## config.mk

```make
export PLATFORM = sky130hd
export DESIGN_NAME = sorted_priority_queue_flat
export DESIGN_NICKNAME = d
export VERILOG_FILES = /design/src/hw/rtl/spq_pkg.sv /design/src/hw/rtl/spq_in_if.sv /design/src/hw/rtl/spq_out_if.sv /design/src/hw/rtl/spq_cell.sv /design/src/hw/rtl/sorted_priority_queue.sv /design/src/flat_wrapper.sv
export SDC_FILE = /design/constraint.sdc
export NUM_CORES = 1
export LEC_CHECK = 0
export BUFFER_PORTS_ARGS = -buffer_cell sky130_fd_sc_hd__buf_2
export CORE_MARGIN = 2
export CORE_UTILIZATION = 42
export DETAILED_ROUTE_END_ITERATION = 12
export PLACE_DENSITY = 0.65
export SYNTH_ARGS = -nofsm -noshare
export SYNTH_HDL_FRONTEND = slang
export SYNTH_SLANG_ARGS = --single-unit
```

## constraint.sdc

```tcl
create_clock -name clk -period 10.9 [get_ports clk]
set_clock_uncertainty 0.05 [all_clocks]
set_input_delay 0.545 -clock clk [delete_from_list [all_inputs] [get_ports clk]]
set_output_delay 0.545 -clock clk [all_outputs]
set_load 0.05 [all_outputs]
```

## src/hw/rtl/spq_pkg.sv

```systemverilog
`default_nettype none

package spq_pkg;

    // Width and reset value of the capacity register
    localparam int CAP_BITS = 5;
    localparam logic [CAP_BITS-1:0] CAP_RESET = 5'd16;

    typedef enum logic {
        OP_INSERT = 1'b0,
        OP_REMOVE = 1'b1
    } op_t;

    typedef enum logic [1:0] {
        ST_DONE     = 2'd0,
        ST_FULL     = 2'd1,
        ST_EMPTY    = 2'd2,
        ST_RESERVED = 2'd3
    } status_t;

    // Per-cycle command broadcast to every cell of the chain
    typedef struct packed {
        logic insert_en;
        logic remove_en;
    } cell_cmd_t;

endpackage

`default_nettype wire

```

## src/hw/rtl/spq_in_if.sv

```systemverilog
`default_nettype none

interface spq_in_if #(
    parameter int KEY_BITS = 16
);
    logic                       valid;
    logic                       ready;
    spq_pkg::op_t               opcode;
    logic signed [KEY_BITS-1:0] key;

    modport source (output valid, output opcode, output key, input ready);
    modport sink   (input valid, input opcode, input key, output ready);
endinterface

`default_nettype wire

```

## src/hw/rtl/spq_out_if.sv

```systemverilog
`default_nettype none

interface spq_out_if #(
    parameter int KEY_BITS = 16,
    parameter int CNT_BITS = 5
);
    logic                       valid;
    logic                       ready;
    spq_pkg::status_t           status;
    logic signed [KEY_BITS-1:0] served_key;
    logic [CNT_BITS-1:0]        occupancy;

    modport source (output valid, output status, output served_key, output occupancy,
                    input ready);
    modport sink   (input valid, input status, input served_key, input occupancy,
                    output ready);
endinterface

`default_nettype wire

```

## src/hw/rtl/spq_cell.sv

```systemverilog
`default_nettype none

module spq_cell #(
    parameter int KEY_BITS = 16
) (
    input  logic                       clk,
    input  spq_pkg::cell_cmd_t         cmd,
    input  logic signed [KEY_BITS-1:0] new_key,
    input  logic signed [KEY_BITS-1:0] left_key,
    input  logic                       left_gt,
    input  logic signed [KEY_BITS-1:0] right_key,
    input  logic                       occupied,
    output logic signed [KEY_BITS-1:0] key,
    output logic                       gt
);
    import spq_pkg::*;

    logic signed [KEY_BITS-1:0] key_reg;
    logic signed [KEY_BITS-1:0] key_next;

    // Stored key stays ahead of the new one only when strictly greater
    assign gt  = occupied && (new_key < key_reg);
    assign key = key_reg;

    always_comb
    begin
        key_next = key_reg;
        if (cmd.insert_en)
        begin
            if (gt)
                key_next = key_reg;
            else if (left_gt)
                key_next = new_key;
            else
                key_next = left_key;
        end
        else if (cmd.remove_en)
        begin
            key_next = right_key;
        end
    end

    always_ff @(posedge clk)
    begin
        key_reg <= key_next;
    end

endmodule

`default_nettype wire

```

## src/hw/rtl/sorted_priority_queue.sv

```systemverilog
// Sorted priority queue built as a chain of key cells, largest key at the head.
//
// Channels: req carries opcode (insert or remove) and a signed key; rsp returns
// one transaction per request with status, served_key and occupancy.
// cfg_wr_en/cfg_wr_data write the capacity limit; values above DEPTH act as
// DEPTH. Write it only while no transaction is in flight.
//
// Throughput: one request per cycle unless the output register stalls. Every
// cell compares the incoming key with its own and picks keep, load or shift in
// the same cycle, so an insert or a remove finishes in one pass over the chain.
// Response: it appears in the cycle after the request is accepted, held
// in an output register.
//
// Reset: count goes to zero and the capacity limit to 16. Cell contents are
// not cleared; only cells below the count are ever read.
//
// Stall: while rsp is not taken, the output register holds and req.ready drops
// only if that register is full and not being drained.
`default_nettype none

module sorted_priority_queue #(
    parameter int DEPTH    = 16,
    parameter int KEY_BITS = 16
) (
    input  logic                             clk,
    input  logic                             rst_n,
    input  logic                             cfg_wr_en,
    input  logic [spq_pkg::CAP_BITS-1:0]     cfg_wr_data,
    spq_in_if.sink                           req,
    spq_out_if.source                        rsp
);
    import spq_pkg::*;

    localparam int CNT_BITS = $clog2(DEPTH + 1);
    localparam int CMP_BITS = (CNT_BITS > CAP_BITS) ? CNT_BITS : CAP_BITS;

    logic [CAP_BITS-1:0]        cap_reg;
    logic [CNT_BITS-1:0]        count_reg;
    logic [CNT_BITS-1:0]        count_next;
    logic                       rsp_valid_reg;
    status_t                    status_reg;
    status_t                    status_next;
    logic signed [KEY_BITS-1:0] served_reg;
    logic signed [KEY_BITS-1:0] served_next;
    logic [CNT_BITS-1:0]        occ_reg;

    logic [CMP_BITS-1:0]        eff_limit;
    logic                       accept;
    logic                       is_insert;
    logic                       full;
    logic                       empty;
    cell_cmd_t                  cmd;

    logic signed [KEY_BITS-1:0] cell_key [DEPTH];
    logic                       cell_gt  [DEPTH];
    logic                       cell_occ [DEPTH];

    assign eff_limit = (CMP_BITS'(cap_reg) > CMP_BITS'(DEPTH))
                       ? CMP_BITS'(DEPTH)
                       : CMP_BITS'(cap_reg);

    assign req.ready = !rsp_valid_reg || rsp.ready;
    assign accept    = req.valid && req.ready;
    assign is_insert = (req.opcode == OP_INSERT);
    assign full      = CMP_BITS'(count_reg) >= eff_limit;
    assign empty     = (count_reg == '0);

    assign cmd.insert_en = accept && is_insert && !full;
    assign cmd.remove_en = accept && !is_insert && !empty;

    genvar g;
    generate
        for (g = 0; g < DEPTH; g++)
        begin : g_cell
            assign cell_occ[g] = (CMP_BITS'(g) < CMP_BITS'(count_reg));

            if (g == 0)
            begin : g_head
                spq_cell #(.KEY_BITS(KEY_BITS)) u_cell (
                    .clk       (clk),
                    .cmd       (cmd),
                    .new_key   (req.key),
                    .left_key  (req.key),
                    .left_gt   (1'b1),
                    .right_key (cell_key[(DEPTH > 1) ? 1 : 0]),
                    .occupied  (cell_occ[g]),
                    .key       (cell_key[g]),
                    .gt        (cell_gt[g])
                );
            end
            else if (g == DEPTH - 1)
            begin : g_tail
                spq_cell #(.KEY_BITS(KEY_BITS)) u_cell (
                    .clk       (clk),
                    .cmd       (cmd),
                    .new_key   (req.key),
                    .left_key  (cell_key[g-1]),
                    .left_gt   (cell_gt[g-1]),
                    .right_key (cell_key[g]),
                    .occupied  (cell_occ[g]),
                    .key       (cell_key[g]),
                    .gt        (cell_gt[g])
                );
            end
            else
            begin : g_mid
                spq_cell #(.KEY_BITS(KEY_BITS)) u_cell (
                    .clk       (clk),
                    .cmd       (cmd),
                    .new_key   (req.key),
                    .left_key  (cell_key[g-1]),
                    .left_gt   (cell_gt[g-1]),
                    .right_key (cell_key[g+1]),
                    .occupied  (cell_occ[g]),
                    .key       (cell_key[g]),
                    .gt        (cell_gt[g])
                );
            end
        end
    endgenerate

    always_comb
    begin
        count_next  = count_reg;
        status_next = ST_DONE;
        served_next = '0;
        if (is_insert)
        begin
            if (full)
                status_next = ST_FULL;
            else
                count_next = count_reg + CNT_BITS'(1);
        end
        else
        begin
            if (empty)
            begin
                status_next = ST_EMPTY;
            end
            else
            begin
                served_next = cell_key[0];
                count_next  = count_reg - CNT_BITS'(1);
            end
        end
    end

    always_ff @(posedge clk or negedge rst_n)
    begin
        if (!rst_n)
        begin
            cap_reg       <= CAP_RESET;
            count_reg     <= '0;
            rsp_valid_reg <= 1'b0;
        end
        else
        begin
            if (cfg_wr_en)
                cap_reg <= cfg_wr_data;
            if (accept)
                count_reg <= count_next;
            if (accept)
                rsp_valid_reg <= 1'b1;
            else if (rsp.ready)
                rsp_valid_reg <= 1'b0;
        end
    end

    // Payload of the response register, loaded on each accepted transaction
    always_ff @(posedge clk)
    begin
        if (accept)
        begin
            status_reg <= status_next;
            served_reg <= served_next;
            occ_reg    <= count_next;
        end
    end

    assign rsp.valid      = rsp_valid_reg;
    assign rsp.status     = status_reg;
    assign rsp.served_key = served_reg;
    assign rsp.occupancy  = occ_reg;

    a_count_bound : assert property (@(posedge clk) disable iff (!rst_n)
        CMP_BITS'(count_reg) <= CMP_BITS'(DEPTH))
        else $error("count exceeds depth");

    a_insert_grows : assert property (@(posedge clk) disable iff (!rst_n)
        cmd.insert_en |=> count_reg == $past(count_reg) + CNT_BITS'(1))
        else $error("insert did not grow count");

    a_reject_holds : assert property (@(posedge clk) disable iff (!rst_n)
        accept && !cmd.insert_en && !cmd.remove_en |=> $stable(count_reg))
        else $error("rejected transaction changed count");

    a_serve_head : assert property (@(posedge clk) disable iff (!rst_n)
        cmd.remove_en |=> served_reg == $past(cell_key[0]))
        else $error("served key is not the former head");

    a_occ_matches : assert property (@(posedge clk) disable iff (!rst_n)
        accept |=> occ_reg == count_reg)
        else $error("reported occupancy differs from count");

endmodule

`default_nettype wire

```

## src/flat_wrapper.sv

```systemverilog
// flat-port wrapper written by rule: the top's interface ports become plain ports
module sorted_priority_queue_flat import spq_pkg::*;
#(
    parameter int DEPTH    = 16,
    parameter int KEY_BITS = 16
)
  (clk, rst_n, cfg_wr_en, cfg_wr_data, req_valid, req_opcode, req_key, req_ready, rsp_valid, rsp_status, rsp_served_key, rsp_occupancy, rsp_ready);
  spq_in_if #(.KEY_BITS(KEY_BITS)) req_i ();
  spq_out_if #(.KEY_BITS(KEY_BITS), .CNT_BITS((5))) rsp_i ();
  input  logic clk;
  input  logic rst_n;
  input  logic cfg_wr_en;
  input  logic [spq_pkg::CAP_BITS-1:0] cfg_wr_data;
  input wire logic [$bits(req_i.valid)-1:0] req_valid;
  input wire logic [$bits(req_i.opcode)-1:0] req_opcode;
  input wire logic [$bits(req_i.key)-1:0] req_key;
  output wire logic [$bits(req_i.ready)-1:0] req_ready;
  output wire logic [$bits(rsp_i.valid)-1:0] rsp_valid;
  output wire logic [$bits(rsp_i.status)-1:0] rsp_status;
  output wire logic [$bits(rsp_i.served_key)-1:0] rsp_served_key;
  output wire logic [$bits(rsp_i.occupancy)-1:0] rsp_occupancy;
  input wire logic [$bits(rsp_i.ready)-1:0] rsp_ready;
  assign req_i.valid = req_valid;
  assign req_i.opcode = req_opcode;
  assign req_i.key = req_key;
  assign req_ready = req_i.ready;
  assign rsp_valid = rsp_i.valid;
  assign rsp_status = rsp_i.status;
  assign rsp_served_key = rsp_i.served_key;
  assign rsp_occupancy = rsp_i.occupancy;
  assign rsp_i.ready = rsp_ready;
  sorted_priority_queue #(.DEPTH(DEPTH), .KEY_BITS(KEY_BITS)) u_core (.clk(clk), .rst_n(rst_n), .cfg_wr_en(cfg_wr_en), .cfg_wr_data(cfg_wr_data), .req(req_i), .rsp(rsp_i));
endmodule
```

* Yosys cells after proc, flatten, opt, wreduce, memory -nomap -nowiden *
Index checks and enable logic that the tools add are counted.
W data, S select, Z words.

storage, ports and cells
  bits in registers = 290
  bits of input ports = 27
  logic and storage cells = 189

operators by class
  $add $sub $neg = 2
  $lt $le $gt $ge = 34
  equal/unequal tests = 15
  multiplexer cells = 69
  bitwise logic cells = 2
  reductions and logical operators = 45

operator list
  kind                   count
  $mux W16               60
  $lt A16 B16 Y1         16
  $lt A4 B5 Y1 const A   8
  $reduce_and A2 Y1      16
  $ne A2 B2 Y1 const B   15
  $logic_and A1 B1 Y1    21
  $lt A3 B5 Y1 const A   4
  $mux W5                4
  $lt A1 B5 Y1 const A   2
  $lt A2 B5 Y1 const A   2
  $add A5 B1 Y5 const B  1
  $ge A5 B5 Y1           1
  $gt A5 B5 Y1 const B   1
  $logic_not A5 Y1       1
  $sub A5 B1 Y5 const B  1
  $mux W2                2
  $reduce_bool A2 Y1     2
  $logic_not A1 Y1       3
  $mux W1                3
  $not A1 Y1             2
  $reduce_or A2 Y1       1
  $logic_or A1 B1 Y1     1

* Longest topological paths before layout *
  word-level depth = 7
  mapped depth = 11
  mapped depth without buffers = 9

* Hierarchy *
A second synthesis with hierarchy kept.

second synthesis, totals
  cells, all modules = 2285
  area, all modules = 22223.8 sq um

modules (own cells, without submodules)
  module                 times used  cells an instance  area an instance (sq um)
  spq_cell               16          132                1275.0
  sorted_priority_queue  1           173                1824.2

* Worst setup path after synthesis *
No wires, ideal clock.

  path type = reg2reg
  start = register u_core.rsp_valid_reg (netlist: u_core.rsp.valid)
  end = register u_core.g_cell[15].g_tail.u_cell.key_reg[0], enable pin
  library setup time = 419 ps
  arrival time = 3757 ps
  required time = 10431 ps
  path slack = 6673 ps
  stages on the path, launching flop included = 7
  period minus slack after synthesis = 4227 ps
  cells stage by stage = dfrtp_1 > nand2b_1 > nand2_1 > inv_1 > nand2_1 > clkbuf_1 > a311oi_1

on the way
  word-level cells in the longest chain between the ends = 6

RTL lines
  element                            RTL line                      text
  start, declared                    sorted_priority_queue.sv:40   logic rsp_valid_reg;
  start signal, assigned             sorted_priority_queue.sv:154  rsp_valid_reg <= 1'b0;
  start signal, assigned             sorted_priority_queue.sv:163  rsp_valid_reg <= 1'b1;
  start signal, assigned             sorted_priority_queue.sv:165  rsp_valid_reg <= 1'b0;
  $logic_not A1 Y1                   sorted_priority_queue.sv:62   assign req.ready = !rsp_valid_reg || rsp.ready;
  $logic_or A1 B1 Y1                 sorted_priority_queue.sv:62
  net req_ready                      flat_wrapper.sv:17            output wire logic [$bits(req_i.ready)-1:0] req_ready;
  $logic_and A1 B1 Y1                sorted_priority_queue.sv:63   assign accept = req.valid && req.ready;
  net u_core.accept                  sorted_priority_queue.sv:48   logic accept;
  $logic_and A1 B1 Y1 (2 in series)  sorted_priority_queue.sv:68   assign cmd.insert_en = accept && is_insert && !full;
  $reduce_and A2 Y1 (no line)        n/a
  end signal, assigned               spq_cell.sv:45                key_reg <= key_next;
  end, declared                      spq_cell.sv:18                logic signed [KEY_BITS-1:0] key_reg;

The timed path passes the listed nets, and every way through them passes these cells.
A chain may end at the register's enable or synchronous reset.

* Worst setup path in the final report *
  start = register u_core.count_reg[3]
  end = register u_core.g_cell[7].g_mid.u_cell.key_reg[4], enable pin

on the way
  word-level cells in the longest chain between the ends = 5
  elaborated cells on any way between the ends = 11

RTL lines
  element                                                       RTL line                                                  text
  start, declared                                               sorted_priority_queue.sv:38                               logic [CNT_BITS-1:0] count_reg;
  start signal, assigned                                        sorted_priority_queue.sv:161                              count_reg <= count_next;
  $ge A5 B5 Y1 or $logic_not A5 Y1 (tied branches)              sorted_priority_queue.sv:65, sorted_priority_queue.sv:66
  $logic_not A1 Y1 (on tied branches)                           sorted_priority_queue.sv:68, sorted_priority_queue.sv:69
  $logic_and A1 B1 Y1 (on tied branches)                        sorted_priority_queue.sv:68, sorted_priority_queue.sv:69
  $ne A2 B2 Y1 (no line) or $reduce_bool A2 Y1 (tied branches)  n/a
  $reduce_and A2 Y1 (no line) (*)                               n/a
  end signal, assigned                                          spq_cell.sv:45
  end, declared                                                 spq_cell.sv:18

Every way passes the cells marked *; elsewhere a longest branch is shown, timed or not.

==> key figures <==
STA
  – Final clock period utilization by the worst path: 46.0%
  – Post-layout min period: 5.01 ns
  – Final setup viols: 0
  – Max Transition Viols Final: 0
  – Final hold viol count: 0
  – Worst slew margin: 13.6%
  – Unrepaired setup endpoints after global routing: false
  – Transition time at the pin with the least slew margin: 1.30 ns
  – Achievable frequency: 0.200 GHz
  – Setup TNS after final layout: 0 ns
  – Final Hold Slack: 0.162 ns

GRT
  – Pin count of the biggest net entering global routing: 225
  – Remaining Overflow, GRT: 0
  – Global-route wire length before repair: 92.3 mm
  – Via count of the first global-routing pass: 16100
  – GR Util All Layers: 23.8%
  – Initial antenna violation count: 0

Drt
  – Via count normalized by instance count: 5.98
  – Count of vias placed by the detailed router: 16300
  – DR WL/cell: 22.3 um
  – Number of optimization iterations in the first detailed-route pass: 5
  – Remaining DRCs: 0
  – Detailed Route Iter0 Violations: 1645
  – Count of nets left with antenna violations after detail routing: 0
  – Routed WL: 60.5 mm

Worst setup path
  – Worst Reg2Reg Path Length in Cells: 8
  – Startpoint Class: register
  – Most common cell type on the critical path: sky130_fd_sc_hd__nand2_1
  – Biggest fanout along the worst timing path: 224
  – Endpoint class of the critical path: register
  – Stage delay of the slowest cell on the critical path: 0.87 ns
  – Critical-path top delay cell: sky130_fd_sc_hd__buf_4
  – Worst setup path category: reg -> reg
  – CP cell instances: ha_1 -> nor4_1 -> nor2_1 -> a21oi_4 -> buf_12 -> buf_4 -> nand2_1 -> nand2_1
  – Crit path DAT: 5.13 ns
  – Worst EP required: 11.02 ns

Floorplan
  – Initial standard-cell utilization of the core: 42.6%
  – X dimension of the die: 224 um
  – Die span in y: 224 um
  – Area of the core: 47800 sq um
  – Row cnt: 80
  – Top-Level Pins: 52
  – Die footprint: 50300 sq um

Place
  – Final GP Congestion: 0.879
  – I/O Buffers: 51
  – Sum of net half-perimeters after detailed placement: 41.4 mm

Logic synthesis
  – Number of synthesized flops with an enable pin: 279
  – Syn Inst Count: 2065
  – Post-synthesis area per instance: 9.87 sq um
  – Fraction of registers with async set or reset after synthesis: 3.79%
  – Top_reg_cell synth: sky130_fd_sc_hd__edfxtp_1
  – Synthesis Warnings: 0
  – Total nets after synthesis: 2340
  – Netlist cell types: 62
  – Register bit count reported by yosys: 290
  – Combined area of all synthesized cells: 20400 sq um
  – Fraction of the yosys area taken by sequential cells: 42.5%

CTS
  – TritonCTS clock tree: done
  – CTS Buffer Depth: 3
  – TritonCTS Sinks: 290
  – Worst skew pair latency: 0.55 ns
  – CTS clk-pin slew, worst paths: 0.05 ns
  – Root cell of the clock tree: sky130_fd_sc_hd__clkbuf_16
  – Depth of the CTS H-tree: 2
  – Post-cts gate resize count: 0
  – Cts bufs inserted: 35
  – Number of buffers inserted by hold repair at cts: 1
  – Setup bufs post-CTS: 0

Flow run
  – Count of maximum capacitance violations: 0

Layout
  – Number of flip-flops under the largest register name: 224
  – Final net count: 2354
  – Count of fill cells added during filler insertion: 4415
  – Finished Core Util: 46.9%
  – Antenna diode count: 0
  – Area overhead of the layout relative to synthesis: 10.2%
  – Proportion of layout cells with a drive suffix above 1: 8.65%

Min path
  – Hold WC Path Type: in -> reg
  – WHS Path Cells: 2

Power and ir drop
  – Total power divided by cell area: 253 nW/um^2
  – Max rail drop VDD: 0.124 mV
  – Static leakage power: 9.96 nW

Status
  – Outcome: completed
-- path summary, 6_finish.rpt --
path,slack (ns),endpoint,from
min in group asynchronous,0.37,u_core.count_reg[1],rst_n
worst min-delay path,0.16,u_core.rsp.valid,req_valid
worst max register to register,5.89,u_core.g_cell[7].g_mid.u_cell.key[4],u_core.count_reg[3]
worst min register to register,0.46,u_core.cap_reg[0],u_core.cap_reg[0]
max in group asynchronous,10.15,u_core.cap_reg[4],rst_n
worst max-delay path,5.89,u_core.g_cell[7].g_mid.u_cell.key[4],u_core.count_reg[3]
-- final cells by class --
class | count | area, sq um | share of cell area (%)
multi-input combinational | 1404 | 10300 | 46.1
sequential | 290 | 8650 | 38.5
clock buffer | 50 | 1030 | 4.57
inverter | 260 | 976 | 4.35
tap | 615 | 769 | 3.43
timing repair buffer | 88 | 548 | 2.44
clock inverter | 11 | 129 | 0.574
-- stage by stage --
step	std cells	cell area [sq um]	power, W	worst slack, ns
2_1_floorplan	2065	20400	0.00368	6.67
3_3_place_gp	2656	21300	0.00435	6.11
3_5_place_dp	2656	21300	0.00444	6.00
4_1_cts	2718	22500	0.00564	5.95
5_1_grt	2718	22500	0.00600	5.52
6_report	2718	22500	0.00568	5.89
-- synthesized netlist by cell type (45+ instances only) --
library cell,n,share of area (%)
sky130_fd_sc_hd__edfxtp_1,279,41
sky130_fd_sc_hd__inv_1,260,4.8
sky130_fd_sc_hd__ha_1,248,15
sky130_fd_sc_hd__a21oi_1,167,4.1
sky130_fd_sc_hd__mux2i_1,164,8.1
sky130_fd_sc_hd__nor2_1,159,2.9
sky130_fd_sc_hd__o21ai_0,144,3.5
sky130_fd_sc_hd__nand2_1,127,2.3
sky130_fd_sc_hd__clkbuf_1,81,1.5
sky130_fd_sc_hd__nand3_1,72,1.8
sky130_fd_sc_hd__o221ai_1,61,2.6
sky130_fd_sc_hd__a21o_1,45,1.7
-- placed cells by master, fill, tap and decap left out, types with 38 or more instances in the layout --
cell and n:
sky130_fd_sc_hd__a21o_1 45, sky130_fd_sc_hd__edfxtp_1 279, sky130_fd_sc_hd__nor2_1 159, sky130_fd_sc_hd__nand2_1 126, sky130_fd_sc_hd__nand3_1 72, sky130_fd_sc_hd__o221ai_1 61, sky130_fd_sc_hd__ha_1 248, sky130_fd_sc_hd__buf_2 51
sky130_fd_sc_hd__mux2i_1 163, sky130_fd_sc_hd__a21oi_1 166, sky130_fd_sc_hd__clkbuf_16 38, sky130_fd_sc_hd__inv_1 260, sky130_fd_sc_hd__o21ai_0 130
-- routing by layer --
layer	vias to the layer above	track usage, %	wire length (um)
met5	-	0	0
met4	0	9.89	2520
met3	161	4.26	4800
met2	735	36.8	26400
met1	7824	33.0	26800
li1	7542	-	-
-- worst max-delay path, delay by kind of cell (launching register included) --
family          cells  cell delay (ns)
compound gates      1             0.64
fa+ha+maj           1             0.37
buf+inv             2             1.61
flops               1             0.71
simple gates        4             1.08
-- power by group --
| part | total, W | switching, W | internal (W) |
|---|---|---|---|
| Clock | 0.00120 | 0.000476 | 0.000724 |
| Combinational | 0.00248 | 0.00156 | 0.000913 |
| Sequential | 0.00200 | 0.000277 | 0.00172 |
-- logic make-up after synthesis --
group / Yosys count / share of synthesized area, %
XOR/XNOR: 3 / 0.129
multiplexers: 186 / 9.44
flip-flops: 290 / 42.5
AND/OR/NAND/NOR: 464 / 10.2
AO/OA/AOI/OAI: 503 / 15.4
buffers and inverters: 371 / 7.12
adder cells (fa/ha/maj): 248 / 15.2
No activity file was read; power rests on OpenSTA's default activity.
